`config.mk`:
```
export PLATFORM = sky130hd
export DESIGN_NAME = accel_fall_detector
export DESIGN_NICKNAME = d
export VERILOG_FILES = /design/src/rtl/afd_pkg.sv /design/src/rtl/afd_lane.sv /design/src/rtl/afd_cfg.sv /design/src/rtl/afd_merge.sv /design/src/rtl/accel_fall_detector.sv
export SDC_FILE = /design/constraint.sdc
export NUM_CORES = 2
export LEC_CHECK = 0
export BUFFER_PORTS_ARGS = -buffer_cell sky130_fd_sc_hd__buf_2
export CORE_MARGIN = 2
export CORE_UTILIZATION = 59
export DETAILED_ROUTE_END_ITERATION = 16
export PLACE_DENSITY = 0.79
export SETUP_SLACK_MARGIN = 0.1
export SYNTH_ARGS = -nofsm -noshare
export SYNTH_HDL_FRONTEND = slang
export SYNTH_HIERARCHICAL = 1
export SYNTH_SLANG_ARGS = --single-unit
```
`constraint.sdc`:
```
create_clock -name clk_i -period 5.4 [get_ports clk_i]
set_clock_uncertainty 0.15 [all_clocks]
set_input_delay 1.08 -clock clk_i [delete_from_list [all_inputs] [get_ports clk_i]]
set_output_delay 1.08 -clock clk_i [all_outputs]
set_load 0.05 [all_outputs]
```
`src/rtl/afd_pkg.sv`:
```
// Package for the accelerometer fall detector: item structs, codes and
// reset values shared by the lanes, the register file and the merge stage.
// No dependencies.
package afd_pkg;

  // Width of the wrapping millisecond time base.
  localparam int unsigned TIME_BITS = 32;
  typedef logic [TIME_BITS-1:0] stamp_t;

  // Squared-threshold widths: a 15-bit value squared needs 30 bits,
  // a 16-bit signed axis value squared needs 31 bits.
  localparam int unsigned THR_BITS = 15;
  localparam int unsigned THR_SQ_BITS = 2 * THR_BITS;
  localparam int unsigned AXIS_SQ_BITS = 31;
  localparam int unsigned SUM_SQ_BITS = 32;

  typedef enum logic [1:0] {
    KIND_SAMPLE = 2'd0,
    KIND_CANCEL = 2'd1,
    KIND_CLEAR  = 2'd2
  } afd_kind_e;

  typedef enum logic [2:0] {
    PH_IDLE   = 3'd0,
    PH_FREE   = 3'd1,
    PH_IMPACT = 3'd2,
    PH_STILL  = 3'd3,
    PH_CONF   = 3'd4,
    PH_CANC   = 3'd5
  } afd_phase_e;

  typedef enum logic [7:0] {
    REG_FF_THRESH  = 8'd0,
    REG_IM_THRESH  = 8'd1,
    REG_ST_THRESH  = 8'd2,
    REG_STILL_DUR  = 8'd3,
    REG_CANCEL_WIN = 8'd4,
    REG_MIN_FF     = 8'd5,
    REG_FF_TIMEOUT = 8'd6,
    REG_IMPACT_WIN = 8'd7
  } afd_reg_e;

  // Register reset values.
  localparam int unsigned FF_THRESH_RST  = 350;
  localparam int unsigned IM_THRESH_RST  = 2500;
  localparam int unsigned ST_THRESH_RST  = 1200;
  localparam logic [15:0] STILL_DUR_RST  = 16'd2000;
  localparam logic [15:0] CANCEL_WIN_RST = 16'd10000;
  localparam logic [15:0] MIN_FF_RST     = 16'd80;
  localparam logic [15:0] FF_TIMEOUT_RST = 16'd3000;
  localparam logic [15:0] IMPACT_WIN_RST = 16'd500;

  localparam logic [THR_SQ_BITS-1:0] FF_SQ_RST = THR_SQ_BITS'(FF_THRESH_RST * FF_THRESH_RST);
  localparam logic [THR_SQ_BITS-1:0] IM_SQ_RST = THR_SQ_BITS'(IM_THRESH_RST * IM_THRESH_RST);
  localparam logic [THR_SQ_BITS-1:0] ST_SQ_RST = THR_SQ_BITS'(ST_THRESH_RST * ST_THRESH_RST);

  typedef struct packed {
    logic [1:0]         kind;
    logic signed [15:0] accel_x;
    logic signed [15:0] accel_y;
    logic signed [15:0] accel_z;
    logic [31:0]        timestamp_ms;
  } afd_in_t;

  typedef struct packed {
    logic [2:0]         detector_state;
    logic               fall_detected;
    logic               fall_cancelled;
    logic [15:0]        falls_so_far;
    logic signed [15:0] peak_axis_mg;
  } afd_out_t;

  // Configuration as seen by the merge stage: thresholds already squared.
  typedef struct packed {
    logic [THR_SQ_BITS-1:0] ff_sq;
    logic [THR_SQ_BITS-1:0] im_sq;
    logic [THR_SQ_BITS-1:0] st_sq;
    logic [15:0]            still_dur;
    logic [15:0]            cancel_win;
    logic [15:0]            min_ff;
    logic [15:0]            ff_timeout;
    logic [15:0]            impact_win;
  } afd_cfg_t;

endpackage

```
`src/rtl/afd_lane.sv`:
```
// One axis lane of the fall detector: registers the axis value and its square.
// Depends on afd_pkg.
module afd_lane (
  input  logic                                 clk_i,
  input  logic                                 en_i,
  input  logic signed [15:0]                   accel_i,
  output logic signed [15:0]                   accel_o,
  output logic [afd_pkg::AXIS_SQ_BITS-1:0]     square_o
);

  logic signed [31:0] product;

  assign product = accel_i * accel_i;

  always_ff @(posedge clk_i) begin
    if (en_i) begin
      accel_o  <= accel_i;
      square_o <= product[afd_pkg::AXIS_SQ_BITS-1:0];
    end
  end

endmodule

```
`src/rtl/afd_cfg.sv`:
```
// Configuration registers of the fall detector; magnitude thresholds are
// squared when written. Depends on afd_pkg.
module afd_cfg (
  input  logic              clk_i,
  input  logic              rst_ni,
  input  logic              wr_en_i,
  input  logic [7:0]        index_i,
  input  logic [15:0]       data_i,
  output afd_pkg::afd_cfg_t cfg_o
);

  afd_pkg::afd_cfg_t cfg_q, cfg_d;
  logic [afd_pkg::THR_BITS-1:0]    thr;
  logic [afd_pkg::THR_SQ_BITS-1:0] thr_sq;

  assign thr    = data_i[afd_pkg::THR_BITS-1:0];
  assign thr_sq = thr * thr;

  always_comb begin
    cfg_d = cfg_q;
    if (wr_en_i) begin
      case (index_i)
        afd_pkg::REG_FF_THRESH:  cfg_d.ff_sq      = thr_sq;
        afd_pkg::REG_IM_THRESH:  cfg_d.im_sq      = thr_sq;
        afd_pkg::REG_ST_THRESH:  cfg_d.st_sq      = thr_sq;
        afd_pkg::REG_STILL_DUR:  cfg_d.still_dur  = data_i;
        afd_pkg::REG_CANCEL_WIN: cfg_d.cancel_win = data_i;
        afd_pkg::REG_MIN_FF:     cfg_d.min_ff     = data_i;
        afd_pkg::REG_FF_TIMEOUT: cfg_d.ff_timeout = data_i;
        afd_pkg::REG_IMPACT_WIN: cfg_d.impact_win = data_i;
        default: ;
      endcase
    end
  end

  always_ff @(posedge clk_i or negedge rst_ni) begin
    if (!rst_ni) begin
      cfg_q.ff_sq      <= afd_pkg::FF_SQ_RST;
      cfg_q.im_sq      <= afd_pkg::IM_SQ_RST;
      cfg_q.st_sq      <= afd_pkg::ST_SQ_RST;
      cfg_q.still_dur  <= afd_pkg::STILL_DUR_RST;
      cfg_q.cancel_win <= afd_pkg::CANCEL_WIN_RST;
      cfg_q.min_ff     <= afd_pkg::MIN_FF_RST;
      cfg_q.ff_timeout <= afd_pkg::FF_TIMEOUT_RST;
      cfg_q.impact_win <= afd_pkg::IMPACT_WIN_RST;
    end else begin
      cfg_q <= cfg_d;
    end
  end

  assign cfg_o = cfg_q;

endmodule

```
`src/rtl/afd_merge.sv`:
```
// Merge stage of the fall detector: sums the lane squares, compares them with
// the squared thresholds and runs the detection state machine.
// Depends on afd_pkg.
module afd_merge (
  input  logic                             clk_i,
  input  logic                             rst_ni,
  input  logic                             adv_i,
  input  logic [1:0]                       kind_i,
  input  logic [31:0]                      stamp_i,
  input  logic signed [15:0]               ax_i,
  input  logic signed [15:0]               ay_i,
  input  logic signed [15:0]               az_i,
  input  logic [afd_pkg::AXIS_SQ_BITS-1:0] sx_i,
  input  logic [afd_pkg::AXIS_SQ_BITS-1:0] sy_i,
  input  logic [afd_pkg::AXIS_SQ_BITS-1:0] sz_i,
  input  afd_pkg::afd_cfg_t                cfg_i,
  output afd_pkg::afd_out_t                out_o
);

  afd_pkg::afd_phase_e phase_q, phase_d;
  afd_pkg::stamp_t     entry_q, entry_d;
  afd_pkg::stamp_t     ffstart_q, ffstart_d;
  logic [15:0]         falls_q, falls_d;
  logic signed [15:0]  peak_q, peak_d;
  logic [afd_pkg::AXIS_SQ_BITS-1:0] peak_sq_q, peak_sq_d;
  afd_pkg::afd_out_t   out_q;

  afd_pkg::stamp_t     now, since_entry, since_ff;
  logic [afd_pkg::SUM_SQ_BITS-1:0] sum_sq;
  logic is_sample, is_cancel, is_clear;
  logic lt_ff, ge_im, lt_st, gt_pk, short_ff;
  logic detect, cancel, peak_upd;
  logic signed [15:0] max_axis;
  logic [afd_pkg::AXIS_SQ_BITS-1:0] max_sq;

  assign now         = afd_pkg::stamp_t'(stamp_i);
  assign since_entry = now - entry_q;
  assign since_ff    = now - ffstart_q;

  assign sum_sq = afd_pkg::SUM_SQ_BITS'(sx_i) + afd_pkg::SUM_SQ_BITS'(sy_i)
                + afd_pkg::SUM_SQ_BITS'(sz_i);

  assign lt_ff    = sum_sq <  afd_pkg::SUM_SQ_BITS'(cfg_i.ff_sq);
  assign ge_im    = sum_sq >= afd_pkg::SUM_SQ_BITS'(cfg_i.im_sq);
  assign lt_st    = sum_sq <  afd_pkg::SUM_SQ_BITS'(cfg_i.st_sq);
  assign gt_pk    = sum_sq >  afd_pkg::SUM_SQ_BITS'(peak_sq_q);
  assign short_ff = since_ff < afd_pkg::stamp_t'(cfg_i.min_ff);

  assign is_sample = (kind_i == afd_pkg::KIND_SAMPLE);
  assign is_cancel = (kind_i == afd_pkg::KIND_CANCEL);
  assign is_clear  = (kind_i == afd_pkg::KIND_CLEAR);

  // Largest axis value, with its square picked from the matching lane.
  always_comb begin
    if (ax_i > ay_i) begin
      if (ax_i > az_i) begin
        max_axis = ax_i;
        max_sq   = sx_i;
      end else begin
        max_axis = az_i;
        max_sq   = sz_i;
      end
    end else begin
      if (ay_i > az_i) begin
        max_axis = ay_i;
        max_sq   = sy_i;
      end else begin
        max_axis = az_i;
        max_sq   = sz_i;
      end
    end
  end

  assign detect = is_sample && (phase_q == afd_pkg::PH_STILL) && lt_st
               && (since_entry >= afd_pkg::stamp_t'(cfg_i.still_dur));
  assign cancel = is_cancel && (phase_q == afd_pkg::PH_CONF);
  assign peak_upd = is_sample && (phase_q == afd_pkg::PH_FREE) && !lt_ff
                 && !short_ff && ge_im && gt_pk;

  // Next state and phase entry times.
  always_comb begin
    phase_d   = phase_q;
    entry_d   = entry_q;
    ffstart_d = ffstart_q;
    if (is_sample) begin
      case (phase_q)
        afd_pkg::PH_IDLE: begin
          if (lt_ff) begin
            phase_d   = afd_pkg::PH_FREE;
            entry_d   = now;
            ffstart_d = now;
          end
        end
        afd_pkg::PH_FREE: begin
          if (!lt_ff) begin
            entry_d = now;
            if (!short_ff && ge_im) begin
              phase_d = afd_pkg::PH_IMPACT;
            end else begin
              phase_d = afd_pkg::PH_IDLE;
            end
          end else if (since_entry > afd_pkg::stamp_t'(cfg_i.ff_timeout)) begin
            phase_d = afd_pkg::PH_IDLE;
            entry_d = now;
          end
        end
        afd_pkg::PH_IMPACT: begin
          if (lt_st) begin
            phase_d = afd_pkg::PH_STILL;
            entry_d = now;
          end else if (since_entry > afd_pkg::stamp_t'(cfg_i.impact_win)) begin
            phase_d = afd_pkg::PH_IDLE;
            entry_d = now;
          end
        end
        afd_pkg::PH_STILL: begin
          if (!lt_st) begin
            phase_d = afd_pkg::PH_IDLE;
            entry_d = now;
          end else if (detect) begin
            phase_d = afd_pkg::PH_CONF;
            entry_d = now;
          end
        end
        afd_pkg::PH_CONF: begin
          if (since_entry > afd_pkg::stamp_t'(cfg_i.cancel_win)) begin
            phase_d = afd_pkg::PH_IDLE;
            entry_d = now;
          end
        end
        default: begin
          phase_d = afd_pkg::PH_IDLE;
          entry_d = now;
        end
      endcase
    end else if (cancel) begin
      phase_d = afd_pkg::PH_CANC;
      entry_d = now;
    end
  end

  // Fall count and peak estimate.
  always_comb begin
    falls_d   = falls_q;
    peak_d    = peak_q;
    peak_sq_d = peak_sq_q;
    if (is_clear) begin
      falls_d = '0;
    end else if (detect && (falls_q != 16'hFFFF)) begin
      falls_d = falls_q + 16'd1;
    end
    if (peak_upd) begin
      peak_d    = max_axis;
      peak_sq_d = max_sq;
    end
  end

  always_ff @(posedge clk_i or negedge rst_ni) begin
    if (!rst_ni) begin
      phase_q   <= afd_pkg::PH_IDLE;
      entry_q   <= '0;
      ffstart_q <= '0;
      falls_q   <= '0;
      peak_q    <= '0;
      peak_sq_q <= '0;
    end else if (adv_i) begin
      phase_q   <= phase_d;
      entry_q   <= entry_d;
      ffstart_q <= ffstart_d;
      falls_q   <= falls_d;
      peak_q    <= peak_d;
      peak_sq_q <= peak_sq_d;
    end
  end

  always_ff @(posedge clk_i) begin
    if (adv_i) begin
      out_q.detector_state <= 3'(phase_d);
      out_q.fall_detected  <= detect;
      out_q.fall_cancelled <= cancel;
      out_q.falls_so_far   <= falls_d;
      out_q.peak_axis_mg   <= peak_d;
    end
  end

  assign out_o = out_q;

endmodule

```
`src/rtl/accel_fall_detector.sv`:
```
// Top level of the accelerometer fall detector.
// Depends on afd_pkg, afd_lane, afd_cfg and afd_merge.

// The detector takes one item per clock cycle, sustained, while the output side
// is ready, and returns exactly one result item for each, once the item has
// passed the lane register and the result register. An item is a timestamped
// three-axis sample, a user cancel or a clear of the fall count. First three
// axis lanes square their values in parallel; then the merge stage sums the
// squares, compares the sum with the squared thresholds and advances the state
// machine (idle, free fall, impact, stillness, confirmed, cancelled). That
// state update closes on itself, which is what fixes the rate at one item per
// cycle. The result register and the lane register form a two-deep pipeline, so
// a new item is taken while a finished result waits. Configuration writes are
// always accepted; magnitude thresholds are squared as they are written, and
// registers should be written only while no item is in flight. There is no
// memory and no clearing pass after reset.
module accel_fall_detector (
  input  logic              clk_i,
  input  logic              rst_ni,
  input  logic              in_valid_i,
  output logic              in_ready_o,
  input  afd_pkg::afd_in_t  in_data_i,
  output logic              out_valid_o,
  input  logic              out_ready_i,
  output afd_pkg::afd_out_t out_data_o,
  input  logic              cfg_valid_i,
  output logic              cfg_ready_o,
  input  logic [7:0]        cfg_index_i,
  input  logic [15:0]       cfg_data_i
);

  afd_pkg::afd_cfg_t cfg;

  logic s1_valid_q, s1_valid_d;
  logic out_valid_q, out_valid_d;
  logic in_accept, out_free, s1_adv;

  // Lane-stage copies of the non-axis fields.
  logic [1:0]  kind_q;
  logic [31:0] stamp_q;

  logic signed [15:0] ax, ay, az;
  logic [afd_pkg::AXIS_SQ_BITS-1:0] sx, sy, sz;

  // The result register is free when empty or being drained this cycle; the
  // lane stage moves forward whenever the result register is free.
  assign out_free   = !out_valid_q || out_ready_i;
  assign s1_adv     = s1_valid_q && out_free;
  assign in_ready_o = !s1_valid_q || out_free;
  assign in_accept  = in_valid_i && in_ready_o;

  assign cfg_ready_o = 1'b1;

  always_comb begin
    s1_valid_d = s1_valid_q;
    if (in_accept) begin
      s1_valid_d = 1'b1;
    end else if (s1_adv) begin
      s1_valid_d = 1'b0;
    end
  end

  always_comb begin
    out_valid_d = out_valid_q;
    if (s1_adv) begin
      out_valid_d = 1'b1;
    end else if (out_ready_i) begin
      out_valid_d = 1'b0;
    end
  end

  always_ff @(posedge clk_i or negedge rst_ni) begin
    if (!rst_ni) begin
      s1_valid_q  <= 1'b0;
      out_valid_q <= 1'b0;
    end else begin
      s1_valid_q  <= s1_valid_d;
      out_valid_q <= out_valid_d;
    end
  end

  always_ff @(posedge clk_i) begin
    if (in_accept) begin
      kind_q  <= in_data_i.kind;
      stamp_q <= in_data_i.timestamp_ms;
    end
  end

  afd_cfg u_cfg (
    .clk_i   (clk_i),
    .rst_ni  (rst_ni),
    .wr_en_i (cfg_valid_i && cfg_ready_o),
    .index_i (cfg_index_i),
    .data_i  (cfg_data_i),
    .cfg_o   (cfg)
  );

  afd_lane u_lane_x (
    .clk_i    (clk_i),
    .en_i     (in_accept),
    .accel_i  (in_data_i.accel_x),
    .accel_o  (ax),
    .square_o (sx)
  );

  afd_lane u_lane_y (
    .clk_i    (clk_i),
    .en_i     (in_accept),
    .accel_i  (in_data_i.accel_y),
    .accel_o  (ay),
    .square_o (sy)
  );

  afd_lane u_lane_z (
    .clk_i    (clk_i),
    .en_i     (in_accept),
    .accel_i  (in_data_i.accel_z),
    .accel_o  (az),
    .square_o (sz)
  );

  afd_merge u_merge (
    .clk_i   (clk_i),
    .rst_ni  (rst_ni),
    .adv_i   (s1_adv),
    .kind_i  (kind_q),
    .stamp_i (stamp_q),
    .ax_i    (ax),
    .ay_i    (ay),
    .az_i    (az),
    .sx_i    (sx),
    .sy_i    (sy),
    .sz_i    (sz),
    .cfg_i   (cfg),
    .out_o   (out_data_o)
  );

  assign out_valid_o = out_valid_q;

  // A detection is only reported together with the confirmed state.
  assert property (@(posedge clk_i) disable iff (!rst_ni)
    out_valid_o && out_data_o.fall_detected
      |-> out_data_o.detector_state == 3'(afd_pkg::PH_CONF))
    else $error("fall reported outside the confirmed state");

  // A cancellation is only reported together with the cancelled state.
  assert property (@(posedge clk_i) disable iff (!rst_ni)
    out_valid_o && out_data_o.fall_cancelled
      |-> out_data_o.detector_state == 3'(afd_pkg::PH_CANC))
    else $error("cancel reported outside the cancelled state");

  // An accepted item always lands in the lane stage.
  assert property (@(posedge clk_i) disable iff (!rst_ni)
    in_valid_i && in_ready_o |=> s1_valid_q)
    else $error("accepted item lost before the lane stage");

  // With both stages full and the output stalled, no new item may enter.
  assert property (@(posedge clk_i) disable iff (!rst_ni)
    s1_valid_q && out_valid_q && !out_ready_i |-> !in_ready_o)
    else $error("lane stage would be overwritten while stalled");

endmodule

```
==> Yosys cells after proc, flatten, opt, wreduce, memory -nomap -nowiden <==
Index checks and enable logic that the tools add are counted.
{ "op_classes": {"eq_ne": 19, "multipliers": 4, "reduce_logical": 36, "order_cmp": 12, "add_sub_neg": 5, "mux": 36} }
{ "ops": {"columns": ["operator", "n"], "rows": [
  ["32-bit two-way mux", 10],
  ["32-bit one-hot mux with 5 select lines", 1],
  ["32-bit by 16-bit greater-than comparator with 1-bit output", 3],
  ["16-bit two-way mux", 6],
  ["16-bit by 16-bit multiplier with 31-bit output", 3],
  ["31-bit two-way mux", 3],
  ["32-bit by 30-bit < comparator with 1-bit output", 2],
  ["32-bit subtractor", 2],
  ["16-bit greater-than comparator", 3],
  ["31-bit by 31-bit adder with 32-bit output", 1],
  ["32-bit by 31-bit adder with 32-bit output", 1],
  ["8-bit by 3-bit equality test with 1-bit output, second input constant", 4],
  ["32-bit by 16-bit >= comparator with 1-bit output", 1],
  ["32-bit by 30-bit >= comparator with 1-bit output", 1],
  ["32-bit by 31-bit greater-than comparator with 1-bit output", 1],
  ["32-bit by 16-bit < comparator with 1-bit output", 1],
  ["15-bit by 15-bit multiplier with 30-bit output", 1],
  ["3-bit two-way mux", 10],
  ["2-bit AND reduction", 9],
  ["16-bit by 1-bit adder with 16-bit output, second input constant", 1],
  ["8-bit by 2-bit equality test with 1-bit output, second input constant", 2],
  ["16-bit != test, second input constant", 1],
  ["3-bit one-hot mux with 5 select lines", 1],
  ["1-bit logical AND", 13],
  ["other kinds (18)", 31]
]} }
{ "word_totals": {"output_inout_bits": 40, "reg_bits": 514} }

==> Logic depth before layout (Yosys ltp) <==
{ "logic_depth": {"depth_word": 9, "ltp_mapped": 32, "depth_no_buf": 29} }

==> Hierarchy <==
The synthesis kept the hierarchy.
{ "modules_own_cells": {"columns": ["mod", "instances", "cells_per_inst", "area_each_um2"], "rows": [
  ["afd_lane (u_lane_x ...)", 2, 1048, 10324.9],
  ["afd_merge", 1, 2333, 20130.6],
  ["afd_cfg", 1, 1175, 12698.4],
  ["afd_lane (u_lane_z)", 1, 1046, 10268.6],
  ["accel_fall_detector", 1, 44, 1136.1]
]} }

==> Least setup slack after synthesis <==
Ideal clock, no wire load.
{ "synth_path": {"kind": "input-to-reg", "from": "input port in_data_i[47] in the netlist's numbering", "to": "register u_lane_z/square_o[28] in the netlist's numbering (data pin)", "required_time_ns": 4.979, "arrival_ns": 6.808, "stages": 23, "setup_slack_ns": -1.830, "path_buffers": 2, "cell_sequence": "clkbuf_1 inv_1 buf_1 nor2_1 fa_1 inv_1 fa_1 inv_1 fa_1 fa_1 fa_1 inv_1 fa_1 inv_1 ha_1 a21o_1 a21o_1 a21o_1 a22o_1 a21oi_1 o21ai_1 nand4_1 o311ai_1"} }
{ "synth_via": {"elab_chain_len": 1} }
{ "synth_rtl": {"columns": ["item", "line_no", "source"], "rows": [
  ["start: declaration", "accel_fall_detector.sv:22", "input afd_pkg::afd_in_t in_data_i,"],
  ["16-bit by 16-bit multiplier with 31-bit output", "afd_lane.sv:13", "assign product = accel_i * accel_i;"],
  ["named net u_lane_z.product[28]", "afd_lane.sv:11", "logic signed [31:0] product;"],
  ["end signal: assignment", "afd_lane.sv:18", "square_o <= product[afd_pkg::AXIS_SQ_BITS-1:0];"],
  ["end: declaration", "afd_lane.sv:8", "output logic [afd_pkg::AXIS_SQ_BITS-1:0] square_o"]
]} }
The timed path passes the listed nets, and every way through them passes these cells.
A chain may end at the register's enable or synchronous reset.

==> Worst setup path in the final report <==
{ "layout_path": {"from": "input port in_data_i[46] in the netlist's numbering", "to": "register u_lane_z/square_o[29] in the netlist's numbering (data pin)"} }
Same word-level chain as after synthesis.

==> reports/metrics.cfg <==
[run_status]
status = finished, violations left
violations = setup timing

[global_routing]
grt_pass1_vias = 57923
grt_max_degree = 117
antenna_found_initial = 6
grt_overflow = 0
grt_use_total_pct = 33.2
grt_pass1_wl_um = 298000

[timing]
worst_pin_slew_ns = 1.21
grt_setup_unrepaired = yes
drv_slew = 0
relSlewSlack_pct = 19.2
min_period_ns = 6.49
fin_crit_sh_pct = 120
finalSetupViolations = 284
hold_violations = 0
max_freq_ghz = 0.154
worst_slack_ns = -1.09

[floorplan]
die_width_um = 336
rows = 121
start_util_pct = 59.5
die_area_um2 = 113000
io-pin-count = 151
design.core.area_um2 = 109000
die_h_um = 336

[drt]
viasPerCell = 5.87
via_count = 54694
drcViolationCount = 0
finalWirelength_um = 198000
dr.pass1.iters = 6
drtIter0Drc = 4735
ant_nets = 0
wl_per_cell_um = 21.2

[synthesis]
synthDistinctLibCells = 115
synth.top_cells.by_area = fa_1, ha_1, edfxtp_1
ys_ff_latch = 505
post-synth-top-count-cell = inv_1
ys_top_cells_by_count = inv_1, fa_1, ha_1
yosys.area.top_type_share_pct = 26.5
ys.flop_type = dfrtp_1
synth-edff-count = 206
syn_area_per_cell_um2 = 9.69
synth_area_um2 = 64900
seq_area_frac_synth_pct = 21.2
synth_top_cell_by_area = fa_1
synthArstFlopShare_pct = 59.2
ys_warn_count = 6
synth_cells = 6694

[clocking]
cts_root_buffer = clkbuf_16
cts_tree = built
cts-buffers-inserted = 59
htreeDepth = 2
hold_buffers = 0
worstSkewPairLatency_ns = 0.66
cts.reportedPaths.clkPinSlew_ns = 0.07
clock-sinks = 505
ctsLongestPathBuffers = 3

[worst_setup_path]
endpoint_kind = flip-flop
required_ns = 5.63
cp_max_fo = 4
worst_ep_arrival_time_ns = 6.72
worstSetupPathType = in2reg
startpoint_type = input pin

[job]
maxCapViolCount = 0

[place]
portBuffers = 149
place_inst = 9043
place.gp.congestion = 0.954
detailed_place_hpwl_um = 142000

[final_layout]
finalNetCount = 9512
seq_area_um2 = 13700
instances_no_fill = 9317
drive_above_1_share_pct = 31.9
multi_input_area_um2 = 48700
syn2layout_area_growth_pct = 28.1
fillers = 6436

[min_path]
worstHoldPathType = reg2reg

logic make-up (layout without fill, tap and decap cells):
family | count (synthesis) | after routing | share of synthesized area, %
buffers and inverters | 1757 | 2962 | 10.4
AND/OR/NAND/NOR | 1353 | 1354 | 10.2
flip-flops | 505 | 505 | 21.2
AO/OA/AOI/OAI | 1022 | 1022 | 10.6
XOR/XNOR | 238 | 238 | 3.21
other | 5 | 8 | 0.0289
adder cells (fa/ha/maj) | 1550 | 1550 | 39.8
multiplexers | 264 | 264 | 4.56
cells in the final DEF (no fill, tap or decap), types with 73 or more instances in the layout:
cell      Yosys  routed
mux2_2      204     171
a21oi_1     300     225
ha_4          0      73
o21ai_0     208     127
fa_1        860     805
buf_4        20     965
nand2_1     484     405
and2_1      172     110
ha_1        690     603
buf_2         9      91
inv_2         2     132
a21o_1      125     125
xnor2_1     177     146
inv_1      1554    1413
edfxtp_1    206     206
nor2_1      250     200
buf_6         1     144
dfrtp_1     243     243
nand4_1      77      77
sequential cells by signal (all words and copies together) (netlist names), 31 cells and up:
| signal | flops |
|---|---|
| stamp_q | 32 |
| u_merge/entry_q | 32 |
| u_merge/out_o | 37 |
| u_merge/peak_sq_q | 31 |
| u_cfg/cfg_o | 167 |
| u_merge/ffstart_q | 32 |
through the flow:
stage	hold WS [ns]	setup WS, ns	util (%)	setup TNS [ns]	area, um2
after floorplan	0.292	-1.25	-	-85.02	67100
after global placement	0.301	-1.44	69.6	-228.78	75900
after detailed placement	0.306	-1.55	69.6	-254.42	75900
after CTS	0.315	-0.734	74.6	-97.90	81300
after global routing	0.329	-1.27	76.3	-200.00	83100
final	0.317	-1.09	76.3	-158.87	83100
what timing repair did:
| action | 4_1_cts | 5_1_grt |
|---|---|---|
| gates resized for setup | 618 | 340 |
| setup buffers | 98 | 70 |
| cloned | 11 | 4 |
| pin swaps | 290 | 257 |
| endpoints found under the setup margin | 292 | 296 |
worst max-delay path, cell delays in order:
cell	delay [ns]
buf_6	0.10
buf_4	0.14
buf_4	0.15
nand2_4	0.09
xnor2_1	0.11
ha_2	0.33
inv_1	0.06
fa_1	0.44
inv_1	0.26
fa_1	0.57
fa_1	0.55
fa_1	0.54
inv_2	0.04
fa_1	0.53
inv_2	0.05
ha_4	0.29
nand4_4	0.08
a211oi_2	0.26
o2bb2ai_2	0.19
o21ai_2	0.10
o31a_1	0.26
nor2b_4	0.13
o31a_1	0.24
xnor2_1	0.12
path summary, 6_finish.rpt:
path                                            from               endpoint  slack (ns)  cells after the start
worst max register to register  u_lane_z/square_o[5]      u_merge/out_o[24]       -0.76                     27
worst min-delay path                u_cfg/cfg_o[129]       u_cfg/cfg_o[129]        0.32                      2
worst max-delay path                   in_data_i[46]  u_lane_z/square_o[29]       -1.09                     24
worst min register to register      u_cfg/cfg_o[129]       u_cfg/cfg_o[129]        0.32                      2
min in group asynchronous                     rst_ni        u_cfg/cfg_o[59]        0.40                      1
max in group asynchronous                     rst_ni        u_cfg/cfg_o[86]        3.55                      2
layout make-up:
| type | instances | share of cell area [%] |
|---|---|---|
| diodes | 1 | 0.00301 |
| clock buffers | 79 | 2.04 |
| clock inverters | 33 | 0.406 |
| inverters | 1560 | 7.13 |
| multi-input cells | 4435 | 58.5 |
| flip-flops and latches | 505 | 16.5 |
| well taps | 1414 | 2.13 |
| repair buffers | 1290 | 13.2 |
per-layer routing:
layer,GRT usage [%],routed length [um],vias up
li1,-,-,23946
met1,41.4,73700,27193
met2,57.1,96400,2673
met3,3.65,14100,874
met4,17.0,13600,8
met5,0,55,-
Power is not shown: default switching activity piles up to over one toggle a cycle in this logic, so the estimate is an artifact.
